[src/ihex_pkg.sv]
// Shared types, character codes and hex digit decode for the HEX record parser.
package ihex_pkg;

    typedef enum logic [2:0] {
        PH_COLON,
        PH_HEADER,
        PH_PAIR_HI,
        PH_PAIR_LO,
        PH_SKIP
    } phase_t;

    typedef enum logic {
        KIND_DATA  = 1'b0,
        KIND_ERROR = 1'b1
    } result_kind_t;

    typedef struct packed {
        logic       valid;
        logic [3:0] value;
    } hex_digit_t;

    localparam logic [7:0]  CHAR_COLON     = 8'h3A;
    localparam logic [7:0]  CHAR_NEWLINE   = 8'h0A;
    localparam logic [7:0]  DATA_TYPE      = 8'h00;
    localparam logic [2:0]  LAST_HDR_DIGIT = 3'd7;   // eight header digits
    localparam logic [2:0]  LEN_DIGITS     = 3'd2;
    localparam logic [2:0]  ADDR_END_DIGIT = 3'd6;
    localparam logic [15:0] LINE_MAX       = 16'hFFFF;

    function automatic hex_digit_t hex_decode(input logic [7:0] c);
        hex_digit_t d;
        d.valid = 1'b0;
        d.value = 4'd0;
        if (c >= 8'h30 && c <= 8'h39) begin
            d.valid = 1'b1;
            d.value = 4'(c - 8'h30);
        end else if (c >= 8'h41 && c <= 8'h46) begin
            d.valid = 1'b1;
            d.value = 4'(c - 8'h37);
        end else if (c >= 8'h61 && c <= 8'h66) begin
            d.valid = 1'b1;
            d.value = 4'(c - 8'h57);
        end
        return d;
    endfunction

endpackage

[src/intel_hex_record_parser_unit.sv]
// Intel HEX text parser: one character per beat in, data bytes or one error out.
// Latency: a result appears on m_ side the cycle after the character beat that causes it.
// Throughput: one character beat per cycle while m_ready keeps the output register drained;
// a result still waiting on m_ready holds s_ready low, so input stalls until it is taken.
// Reset (aresetn low, synchronous): line count to 1, expecting a colon, no error,
// output register empty.
module intel_hex_record_parser_unit
    import ihex_pkg::*;
(
    input  logic        aclk,
    input  logic        aresetn,

    input  logic        s_valid,
    output logic        s_ready,
    input  logic [7:0]  s_text_char,

    output logic        m_valid,
    input  logic        m_ready,
    output logic        m_result_kind,
    output logic [16:0] m_byte_address,
    output logic [7:0]  m_data_byte,
    output logic [15:0] m_line_number
);

    // Parse state
    phase_t      phase_reg,   phase_next;
    logic [2:0]  digit_reg,   digit_next;
    logic [7:0]  length_reg,  length_next;
    logic [15:0] address_reg, address_next;
    logic [7:0]  type_reg,    type_next;
    // Only advances while below the record length, so 8 bits cover it.
    logic [7:0]  pair_reg,    pair_next;
    logic [3:0]  nibble_reg,  nibble_next;
    logic [15:0] line_reg,    line_next;
    logic        failed_reg,  failed_next;

    // Output register
    logic        out_valid_reg, out_valid_next;
    logic        out_kind_reg;
    logic [16:0] out_addr_reg;
    logic [7:0]  out_data_reg;
    logic [15:0] out_line_reg;

    // Result of the current beat
    logic        emit;
    logic        emit_kind;
    logic [16:0] emit_addr;
    logic [7:0]  emit_data;

    logic        accept;
    hex_digit_t  hd;
    logic        is_nl;
    logic [7:0]  pair_value;

    // Output stage can take a new result when empty or draining this cycle.
    assign s_ready = !out_valid_reg || m_ready;
    assign accept  = s_valid && s_ready;
    assign hd      = hex_decode(s_text_char);
    assign is_nl   = (s_text_char == CHAR_NEWLINE);

    // Lone digit before a non-hex character counts as a one-digit value.
    assign pair_value = hd.valid ? {nibble_reg, hd.value} : {4'd0, nibble_reg};

    always_comb begin
        phase_next   = phase_reg;
        digit_next   = digit_reg;
        length_next  = length_reg;
        address_next = address_reg;
        type_next    = type_reg;
        pair_next    = pair_reg;
        nibble_next  = nibble_reg;
        line_next    = line_reg;
        failed_next  = failed_reg;
        emit         = 1'b0;
        emit_kind    = KIND_DATA;
        emit_addr    = 17'd0;
        emit_data    = 8'd0;

        if (accept && !failed_reg) begin
            unique case (phase_reg)
                PH_COLON: begin
                    if (s_text_char != CHAR_COLON) begin
                        emit        = 1'b1;
                        emit_kind   = KIND_ERROR;
                        failed_next = 1'b1;
                    end else begin
                        phase_next   = PH_HEADER;
                        digit_next   = 3'd0;
                        length_next  = 8'd0;
                        address_next = 16'd0;
                        type_next    = 8'd0;
                        pair_next    = 8'd0;
                    end
                end
                PH_HEADER: begin
                    if (!hd.valid) begin
                        emit        = 1'b1;
                        emit_kind   = KIND_ERROR;
                        failed_next = 1'b1;
                    end else begin
                        // Digits 0-1 length, 2-5 address, 6-7 record type.
                        if (digit_reg < LEN_DIGITS) begin
                            length_next = {length_reg[3:0], hd.value};
                        end else if (digit_reg < ADDR_END_DIGIT) begin
                            address_next = {address_reg[11:0], hd.value};
                        end else begin
                            type_next = {type_reg[3:0], hd.value};
                        end
                        if (digit_reg == LAST_HDR_DIGIT) begin
                            digit_next = 3'd0;
                            phase_next = PH_PAIR_HI;
                        end else begin
                            digit_next = digit_reg + 3'd1;
                        end
                    end
                end
                PH_PAIR_HI: begin
                    if (is_nl) begin
                        phase_next = PH_COLON;
                        if (line_reg != LINE_MAX) line_next = line_reg + 16'd1;
                    end else if (!hd.valid) begin
                        emit        = 1'b1;
                        emit_kind   = KIND_ERROR;
                        failed_next = 1'b1;
                    end else begin
                        nibble_next = hd.value;
                        phase_next  = PH_PAIR_LO;
                    end
                end
                PH_PAIR_LO: begin
                    // Checksum pair and non-data records end in skip.
                    if (type_reg != DATA_TYPE || pair_reg >= length_reg) begin
                        phase_next = PH_SKIP;
                    end else begin
                        emit       = 1'b1;
                        emit_kind  = KIND_DATA;
                        emit_addr  = {1'b0, address_reg} + {9'd0, pair_reg};
                        emit_data  = pair_value;
                        pair_next  = pair_reg + 8'd1;
                        phase_next = PH_PAIR_HI;
                    end
                    // Newline still ends the line after closing the pair.
                    if (is_nl) begin
                        phase_next = PH_COLON;
                        if (line_reg != LINE_MAX) line_next = line_reg + 16'd1;
                    end
                end
                PH_SKIP: begin
                    if (is_nl) begin
                        phase_next = PH_COLON;
                        if (line_reg != LINE_MAX) line_next = line_reg + 16'd1;
                    end
                end
                default: begin
                    phase_next = PH_COLON;
                end
            endcase
        end
    end

    always_comb begin
        if (accept) begin
            out_valid_next = emit;
        end else if (m_ready) begin
            out_valid_next = 1'b0;
        end else begin
            out_valid_next = out_valid_reg;
        end
    end

    always_ff @(posedge aclk) begin
        if (!aresetn) begin
            phase_reg     <= PH_COLON;
            digit_reg     <= 3'd0;
            length_reg    <= 8'd0;
            address_reg   <= 16'd0;
            type_reg      <= 8'd0;
            pair_reg      <= 8'd0;
            nibble_reg    <= 4'd0;
            line_reg      <= 16'd1;
            failed_reg    <= 1'b0;
            out_valid_reg <= 1'b0;
        end else begin
            phase_reg     <= phase_next;
            digit_reg     <= digit_next;
            length_reg    <= length_next;
            address_reg   <= address_next;
            type_reg      <= type_next;
            pair_reg      <= pair_next;
            nibble_reg    <= nibble_next;
            line_reg      <= line_next;
            failed_reg    <= failed_next;
            out_valid_reg <= out_valid_next;
        end
    end

    // Result payload; line number is the one current at the causing beat.
    always_ff @(posedge aclk) begin
        if (accept && emit) begin
            out_kind_reg <= emit_kind;
            out_addr_reg <= emit_addr;
            out_data_reg <= emit_data;
            out_line_reg <= line_reg;
        end
    end

    assign m_valid        = out_valid_reg;
    assign m_result_kind  = out_kind_reg;
    assign m_byte_address = out_addr_reg;
    assign m_data_byte    = out_data_reg;
    assign m_line_number  = out_line_reg;

endmodule
[config.mk]
export PLATFORM = sky130hd
export DESIGN_NAME = intel_hex_record_parser_unit
export DESIGN_NICKNAME = d
export VERILOG_FILES = /design/src/ihex_pkg.sv /design/src/intel_hex_record_parser_unit.sv
export SDC_FILE = /design/constraint.sdc
export NUM_CORES = 1
export LEC_CHECK = 0
export BUFFER_PORTS_ARGS = -buffer_cell sky130_fd_sc_hd__buf_4
export CAP_MARGIN = 25
export CELL_PAD_IN_SITES_DETAIL_PLACEMENT = 2
export CELL_PAD_IN_SITES_GLOBAL_PLACEMENT = 2
export CORE_MARGIN = 2
export CORE_UTILIZATION = 35
export CTS_CLUSTER_DIAMETER = 100
export DETAILED_ROUTE_END_ITERATION = 10
export GPL_TIMING_DRIVEN = 0
export PLACE_DENSITY_LB_ADDON = 0.3
export SETUP_SLACK_MARGIN = 0.15
export SLEW_MARGIN = 25
export SYNTH_ARGS = -nofsm -noshare
export SYNTH_HDL_FRONTEND = slang
export SYNTH_SLANG_ARGS = --single-unit
[constraint.sdc]
create_clock -name aclk -period 4.05 [get_ports aclk]
set_input_delay 0.2025 -clock aclk [delete_from_list [all_inputs] [get_ports aclk]]
set_output_delay 0.2025 -clock aclk [all_outputs]
set_load 0.05 [all_outputs]
==> results of run 1 <==
==> cells by family (layout without fill, tap and decap cells) <==
| group | after synthesis | in the layout |
|---|---|---|
| mux | 33 | 33 |
| buf+inv | 43 | 113 |
| compound gates | 126 | 126 |
| xor+xnor | 16 | 16 |
| fa+ha+maj | 25 | 25 |
| simple gates | 214 | 214 |
| flops | 110 | 110 |
==> area by class of cell <==
type | instances | area (um^2) | share of cell area [%]
plain buffers | 21 | 98.8 | 1.50
clock buffers | 11 | 233 | 3.52
clock inverters | 5 | 81.3 | 1.23
inverters | 22 | 82.6 | 1.25
multi-input cells | 414 | 2810 | 42.6
flip-flops and latches | 110 | 2620 | 39.7
well taps | 216 | 270 | 4.09
repair buffers | 54 | 405 | 6.14
==> metal layers <==
| metal | vias up | part of all wire, % |
|---|---|---|
| met5 | - | 0 |
| met2 | 47 | 50 |
| met1 | 2335 | 46 |
| met3 | 14 | 1.8 |
| li1 | 2218 | - |
| met4 | 0 | 1.5 |
==> per-stage QoR <==
stage	instance area, um^2	std cells	power (mW)	TNS (ps)	util, %
2_1_floorplan	5610	567	1.36	0	-
3_3_place_gp	6280	837	1.44	-15400	39.8
3_5_place_dp	6290	837	1.44	0	39.9
4_1_cts	6610	853	2.41	0	41.9
5_1_grt	6610	853	2.46	0	41.9
6_report	6610	853	2.39	0	41.9
==> placed cells by master, fill, tap and decap left out, drive strengths merged, types with 3 or more instances in the layout <==
cell type   n
xor2       11
nor3b       3
edfxtp     42
o21a        3
buf        60
ha         24
and3        6
nand3b      4
or3        21
clkbuf     26
o2bb2ai     3
or4         8
nand2b     10
nor3        7
mux2i      32
dfxtp      68
o211a       3
nor2       31
o21ai      34
a21oi      48
xnor2       5
and2        6
nor2b       6
or2         3
nand2      58
a211oi      5
nand3      32
inv        23
o2111ai     6
or4b        3
o31ai       3
nor4        5
a2111oi     4
o211ai      9
==> worst min-delay path by stage <==
stage,slack [ps],depth (start not counted),to
finish,250,3,nibble_reg[2]
global route,280,3,nibble_reg[2]
CTS,240,3,nibble_reg[2]
detailed placement,460,2,type_reg[7]
global placement,440,1,failed_reg
floorplan,430,1,failed_reg
==> power groups by stage <==
stage	logic (mW)	clock network, mW	registers [mW]
detailed placement	0.231	0	1.21
floorplan	0.0554	0	1.30
finish	0.229	0.977	1.18
global route	0.242	1.03	1.19
global placement	0.225	0	1.21
CTS	0.232	0.995	1.18
==> cell usage after synthesis, types with 2 or more instances <==
library cell and count:
o21a_1 3, o21ai_0 31, nand4b_1 2, o211ai_1 8, a211oi_1 3, nand4_1 2, o2111ai_1 6, nand3b_1 3
a21oi_1 44, o31ai_1 3, or4_1 8, o2111a_1 2, clkbuf_1 14, ha_1 24, o211a_1 3, o2bb2ai_1 3
nor3_1 7, nand3_1 32, nor4_1 5, a2111oi_0 3, buf_2 3, or3_1 21, mux2i_1 32, inv_1 22
edfxtp_1 42, xnor2_1 5, and4_1 2, buf_6 2, and2_1 6, or2_2 2, nand2b_1 10, a21oi_4 3
xor2_1 11, o21ai_1 2, nor3b_1 3, or4b_1 2, and3_1 6, nor2_1 31, nor2b_1 6, dfxtp_1 68
nand2_1 58
==> critical path: cells and delay by family, from the launching register on <==
kind / cells / cell delay [ps]
fa+ha+maj: 1 / 280
compound gates: 2 / 730
flops: 1 / 480
buf+inv: 1 / 680
simple gates: 2 / 970
==> results.cfg, run 1 <==
[status]
status = complete, no violations

[cts]
path_clk_slew_ps = 70
postCtsSetupBuffers = 0
cts_tree = yes
cts_hold_buffers = 0
clockBufferDepth = 2
cts-root-buf = clkbuf_16
htreeDepth = 3
cts_buffers = 9
post_cts_resized = 0
clkSinkCount = 110
clock_latency_ps = 360

[final_layout]
area_delta_synth_final_pct = 17.8
largest_register_ffs = 17
nFillCells = 1721
drive_gt1_share_pct = 14.6
nNetsFinal = 669
diodes = 0

[logic_synthesis]
synthCells = 567
synth-edff-count = 42
yosys_warnings = 0
yosysUniqueCellTypes = 65
synth.largest_area_cell = dfxtp_1
yosys_register_bits = 110
synth-compound-area-share_pct = 15.5
synth-main-ff-cell = dfxtp_1
muxShareOfSynthArea_pct = 5.91
synthArstFlopShare_pct = 0
synth_fa_ha_area_share_pct = 5.71
yosys.area_share.xor_xnor_pct = 2.50
synth_area_leaders = dfxtp_1 (24%), edfxtp_1 (22%), mux2i_1 (5.7%), ha_1 (5.4%), a21oi_1 (3.9%)
post_synth_and_or_nand_nor_area_fraction_pct = 20.4
syn_nets = 604
ys_seq_area_share_pct = 46.8
yosysTopAreaCellShare_pct = 24.3
synth_top_family_by_area = simple AND/OR/NAND/NOR gates
syn_area_per_cell_um2 = 9.89
netlist_area_mm2 = 0.00561

[hold_path]
worstHoldStart = s_text_char[2]
hold_path_class = input pin to flop

[power_and_ir_drop]
power_density_mw_per_mm2 = 362
swShare_pct = 25.6
seqPwrFrac_pct = 49.5
p_leak_nw = 2.25
vdd_drop_max_uv = 216
p_int_mw = 1.78
combPwrFrac_pct = 9.6
clkPwrFrac_pct = 40.9
switchingPower_mw = 0.611

[routing]
wire_per_inst_um = 19.4
avgViaCountPerCell = 5.41
wl_mm = 16.5
drtIter0Drc = 160
drcViolationCount = 0
firstDrtPassIters = 4
vias = 4614
ant_nets = 0

[die]
dieArea_mm2 = 0.0171
core_area_mm2 = 0.0158
die_x_um = 131
initial_utilization_pct = 35.6
die_h_um = 131
io_pins = 56
rows = 46

[critical_path]
path_cells = ha_1, o211ai_1, or3_1, o2111ai_1, clkbuf_1, nand2b_4
cpPeakStageDelay_ps = 680
rr_endpoint = m_byte_address[8]
cp_slowest_cell = clkbuf_1
r2r_start = pair_reg[5]
end_kind = flop
crit_start = pair_reg[5]
reg2regPathDepth = 6
cp-endpoint = m_byte_address[8]
cp-start-kind = flop
path_class = flop to flop
rrSetupSlack_ps = 470
cp.required_ps = 4010
critPathArrivalTime_ps = 3540
critPathMaxFanout = 42

[global_routing]
grt_busiest_layer = met2
grt_use_met1_pct = 26.1
antenna_found_initial = 0
grt_max_degree = 43
met2_usage_pct = 35.9
grt_usage_pct = 20.2
grt_pass1_wl_mm = 26.6
grt-ovfl-total = 0
grt_pass1_vias = 5027
grt_use_met3_pct = 1.95

[place]
dpl.hpwl_mm = 12.2
io_buffer_count = 54
place_congestion = 0.778
dp_slack_ps = 544

[sta]
slew_viol_final = 0
fin_skew_ps = 9.34
finalWorstSetupSlack_ps = 466
rsz0062_at_grt = false
finalCriticalPeriod_ps = 3580
finalHoldViolCount = 0
whs_ps = 251
max_freq_mhz = 279
setup_viol = 0
period_share_pct = 88.5
slew_headroom_pct = 44.5
worst_slew_pin_slew_ps = 831

[job]
drv_cap = 0
Note: power is estimated with default switching activity, not from simulation.
==> run 2: changes to the inputs <==
- ABC_AREA: default -> 1
==> results.cfg, run 2 <==
[cts]
clkSinkCount = 110
clockBufferDepth = 2
cts_hold_buffers = 0
cts_buffers = 9
post_cts_resized = 0
path_clk_slew_ps = 70
htreeDepth = 3
postCtsSetupBuffers = 0
cts-root-buf = clkbuf_16
clock_latency_ps = 360
cts_tree = yes

[routing]
vias = 5211
ant_nets = 0
avgViaCountPerCell = 5.06
drcViolationCount = 0
wire_per_inst_um = 17.4
drtIter0Drc = 174
wl_mm = 17.9
firstDrtPassIters = 4

[final_layout]
nNetsFinal = 845
multi_input_area_mm2 = 0.00262
nFillCells = 1857
final_area_mm2 = 0.00672
final_cell_mix = nand2_1 (135), nor2_1 (123), inv_1 (95)
final_core_util_pct = 42.2
mostFrequentLayoutCell = nand2_1
drive_gt1_share_pct = 14.1
final-seq-area_mm2 = 0.00262
area_delta_synth_final_pct = 17.4
largest_register_ffs = 17
diodes = 0
final_cells = 1029

[sta]
setup_tns_ps = 0
finalCriticalPeriod_ps = 3030
rsz0062_at_grt = false
fin_skew_ps = 7.36
slew_headroom_pct = 56.2
setup_viol = 0
max_freq_mhz = 330
worst_slew_pin_slew_ps = 657
slew_viol_final = 0
finalWorstSetupSlack_ps = 1020
finalHoldViolCount = 0
period_share_pct = 74.7
whs_ps = 152

[logic_synthesis]
syn_area_per_cell_um2 = 7.73
yosys_register_bits = 110
yosysUniqueCellTypes = 40
synth_area_leaders = dfxtp_1 (24%), edfxtp_1 (22%), nand2_1 (8.9%), nor2_1 (8.1%), inv_1 (6.2%)
synth_common_cells = nand2_1 (136), nor2_1 (123), inv_1 (95), dfxtp_1 (68), a21oi_1 (58)
synth_most_common_cell = nand2_1
synth-edff-count = 42
synth.largest_area_cell = dfxtp_1
synthCells = 741
syn_nets = 778
yosys_warnings = 0
yosysTopAreaCellShare_pct = 23.8
synth-main-ff-cell = dfxtp_1
netlist_area_mm2 = 0.00572
ys_seq_area_share_pct = 45.8
synthArstFlopShare_pct = 0

[place]
dpl.hpwl_mm = 13.8
dp_slack_ps = 1050
place_congestion = 0.817
place_area_mm2 = 0.00643
io_buffer_count = 55
place_inst = 1013

[hold_path]
worstHoldStart = aresetn
hold_path_class = input pin to flop
hold_depth = 3
hold_end = address_reg[3]

[power_and_ir_drop]
switchingPower_mw = 0.680
p_int_mw = 1.72
p_total_mw = 2.40
clkPwrFrac_pct = 36.9
swShare_pct = 28.4
vdd_drop_max_uv = 191
combPwrFrac_pct = 12.7
p_leak_nw = 2.68
power_density_mw_per_mm2 = 356
seqPwrFrac_pct = 50.4

[critical_path]
path_buf_inv = 2
critPathMaxFanout = 32
crit_family = simple AND/OR/NAND/NOR gates
end_kind = flop
crit_start = pair_reg[7]
cpPeakStageDelay_ps = 470
reg2regPathDepth = 9
rrSetupSlack_ps = 1020
cp.required_ps = 4100
rr_endpoint = m_line_number[4]
path_cells = ha_1, a21o_1, nor2_1, nand4_1, nor2_1, nand2_2, buf_2, nand2_2, buf_12
cp-start-kind = flop
path_class = flop to flop
r2r_start = pair_reg[7]
cp_slowest_cell = dfxtp_1
critPathArrivalTime_ps = 3080

[job]
drv_cap = 0

[global_routing]
grt_pass1_vias = 5726
grt-ovfl-total = 0
grt_pass1_wl_mm = 29.6
grt_usage_pct = 21.2
antenna_found_initial = 0
grt_max_degree = 33

[status]
status = complete, no violations

[die]
die_h_um = 132
core_area_mm2 = 0.0159
die_x_um = 132
io_pins = 56
initial_utilization_pct = 35.9
dieArea_mm2 = 0.0174
rows = 46
## run 2: cell types whose count changed in the layout (fill, tap and decap cells not counted), moves of 10 or more
| cell | before | now |
|---|---|---|
| inv_2 | 0 | 10 |
| nor2_1 | 31 | 123 |
| mux2i_1 | 32 | 0 |
| or3_1 | 21 | 0 |
| o21ai_1 | 2 | 34 |
| a21oi_1 | 44 | 58 |
| inv_1 | 22 | 95 |
| nand2_2 | 0 | 10 |
| o21ai_0 | 31 | 20 |
| nand2_1 | 58 | 135 |
## run 2: logic make-up (layout without fill, tap and decap cells)
family / Yosys count / in the layout / synth area share, %
simple gates: 345 / 345 / 26.3
compound gates: 124 / 124 / 11.5
buf+inv: 121 / 193 / 8.39
flops: 110 / 110 / 45.8
fa+ha+maj: 25 / 25 / 5.60
xor+xnor: 16 / 16 / 2.45
## run 2: worst max path at each step
stage | end | slack, ps | cells after the start
finish | m_line_number[4] | 1020 | 9
floorplan | m_byte_address[0] | 1170 | 11
global placement | m_line_number[3] | 260 | 8
detailed placement | m_line_number[3] | 1050 | 9
CTS | m_line_number[5] | 990 | 9
global route | m_line_number[4] | 800 | 12
## run 2: worst register-to-register path: stages (launching register included)
cell	delay [ps]
dfxtp_1	470
ha_1	310
a21o_1	190
nor2_1	140
nand4_1	310
nor2_1	270
nand2_2	200
buf_2	270
nand2_2	300
buf_12	260
## run 2: power by group through the flow
| stage | clock, mW | sequential (mW) | combinational, mW |
|---|---|---|---|
| 6_report | 0.884 | 1.21 | 0.303 |
| 3_5_place_dp | 0 | 1.23 | 0.306 |
| 2_1_floorplan | 0 | 1.36 | 0.0726 |
| 5_1_grt | 0.949 | 1.21 | 0.322 |
| 3_3_place_gp | 0 | 1.23 | 0.290 |
| 4_1_cts | 0.905 | 1.21 | 0.307 |
## run 2: layout make-up
class / instances / area share (%)
tap: 216 / 4.02
inverter: 105 / 5.86
sequential: 110 / 39.0
clock inverter: 6 / 0.763
clock buffer: 10 / 3.56
multi-input combinational: 510 / 39.0
buffer: 16 / 1.28
timing repair buffer: 56 / 6.44
## run 2: per-layer routing
layer,wire length [um],vias to the layer above,global-route usage [%]
met5,0,-,0
met4,395,0,6.16
met3,442,22,3.96
met2,9290,71,38.8
met1,7750,2580,25.2
li1,-,2538,-
==> run 3: changes to the inputs <==
- CORE_UTILIZATION: 35 -> 31
- clock period: 4.05 -> 2.75 ns (I/O delays scaled with it)
==> results.cfg, run 3 (synthesis results as in run 2) <==
[status]
status = complete, no violations

[hold_path]
hold_path_class = input pin to flop

[place]
dpl.hpwl_mm = 13.4
place_area_mm2 = 0.00643
place_inst = 1025
place_congestion = 0.840
io_buffer_count = 55

[routing]
firstDrtPassIters = 4
vias = 5190
avgViaCountPerCell = 4.97
wire_per_inst_um = 17.1
wl_mm = 17.8
ant_nets = 0
drtIter0Drc = 182
drcViolationCount = 0

[sta]
finalCriticalPeriod_ps = 2450
finalHoldViolCount = 0
setup_viol = 0
period_share_pct = 89.1
fin_skew_ps = 4.01
max_freq_mhz = 408
rsz0062_at_grt = false
slew_headroom_pct = 56.5
worst_slew_pin_slew_ps = 653
slew_viol_final = 0

[final_layout]
final_cell_mix = nand2_1 (134), nor2_1 (122), inv_1 (95)
nNetsFinal = 848
drive_gt1_share_pct = 15.4
final_area_mm2 = 0.00681
diodes = 0
mostFrequentLayoutCell = nand2_1
largest_register_ffs = 17
final_cells = 1045
area_delta_synth_final_pct = 18.9
nFillCells = 2134

[power_and_ir_drop]
power_density_mw_per_mm2 = 528
p_leak_nw = 2.72
p_total_mw = 3.59
vdd_drop_max_uv = 275

[critical_path]
cp-start-kind = flop
cp.required_ps = 2800
critPathMaxFanout = 21
critPathArrivalTime_ps = 2500
rrSetupSlack_ps = 300
path_class = flop to flop
end_kind = flop

[cts]
clock_latency_ps = 360
clockBufferDepth = 2
cts_tree = yes
cts_hold_buffers = 0
cts-root-buf = clkbuf_16
htreeDepth = 3
path_clk_slew_ps = 70
cts_buffers = 9
clkSinkCount = 110

[job]
drv_cap = 0

[die]
initial_utilization_pct = 31.8
io_pins = 56
rows = 49
core_area_mm2 = 0.0180
die_x_um = 140
die_h_um = 140
dieArea_mm2 = 0.0196

[global_routing]
grt_usage_pct = 18.5
antenna_found_initial = 0
grt_max_degree = 22
grt-ovfl-total = 0
grt_pass1_vias = 5594
grt_pass1_wl_mm = 28.9
-- run 3: final timing paths --
kind	cells after the start	endpoint	start
setup / recovery	9	m_data_byte[1]	pair_reg[5]
hold / removal	3	address_reg[3]	aresetn
setup reg to reg	9	m_data_byte[1]	pair_reg[5]
hold reg to reg	2	failed_reg	failed_reg
-- run 3: repair_timing --
action | CTS | global route
setup buffers | 0 | 2
pin swaps | 1 | 0
gates resized for setup | 7 | 8
gates cloned | 1 | 1
endpoints found under the setup margin | 42 | 47
-- run 3: through the flow --
step | utilization [%] | TNS, ps | hold WS (ps) | setup WS (ps)
2_1_floorplan | - | 0 | 276 | 264
3_3_place_gp | 35.7 | -21070 | 441 | -509
3_5_place_dp | 35.7 | -25310 | 442 | -610
4_1_cts | 37.5 | 0 | 59.7 | 154
5_1_grt | 37.8 | 0 | 90.0 | 180
6_report | 37.8 | 0 | 67.2 | 300
-- run 3: final cells by class --
type                    instances  area (um^2)  share of cell area [%]
repair buffers                 57          428                    6.29
plain buffers                  16         88.8                    1.31
well taps                     229          287                    4.21
multi-input cells             512         2680                    39.3
clock inverters                 6         60.1                   0.883
inverters                     105          394                    5.79
flip-flops and latches        110         2630                    38.7
clock buffers                  10          239                    3.51
-- run 3: power by group --
part | internal, mW | total [mW] | switching (mW) | leakage, nW
sequential | 1.76 | 1.78 | 0.0203 | 0.965
combinational | 0.115 | 0.458 | 0.343 | 1.60
clock | 0.730 | 1.36 | 0.630 | 0.148
-- run 3: worst max-delay path, cell delays in order, from the launching register on --
cell and delay [ps]:
dfxtp_1 490, ha_1 310, nand2_1 80, a21oi_1 60, nor2_1 90, nand4_1 220
nor2_2 210, nand2_2 190, buf_4 270, nand2_8 200
-- run 3: metal layers --
metal / wire length (um) / GRT usage, % / vias to the layer above
met1: 7960 / 22.6 / 2581
met4: 352 / 6.26 / 0
met2: 9160 / 33.7 / 54
li1: - / - / 2536
met3: 362 / 2.10 / 19
met5: 0 / 0 / -
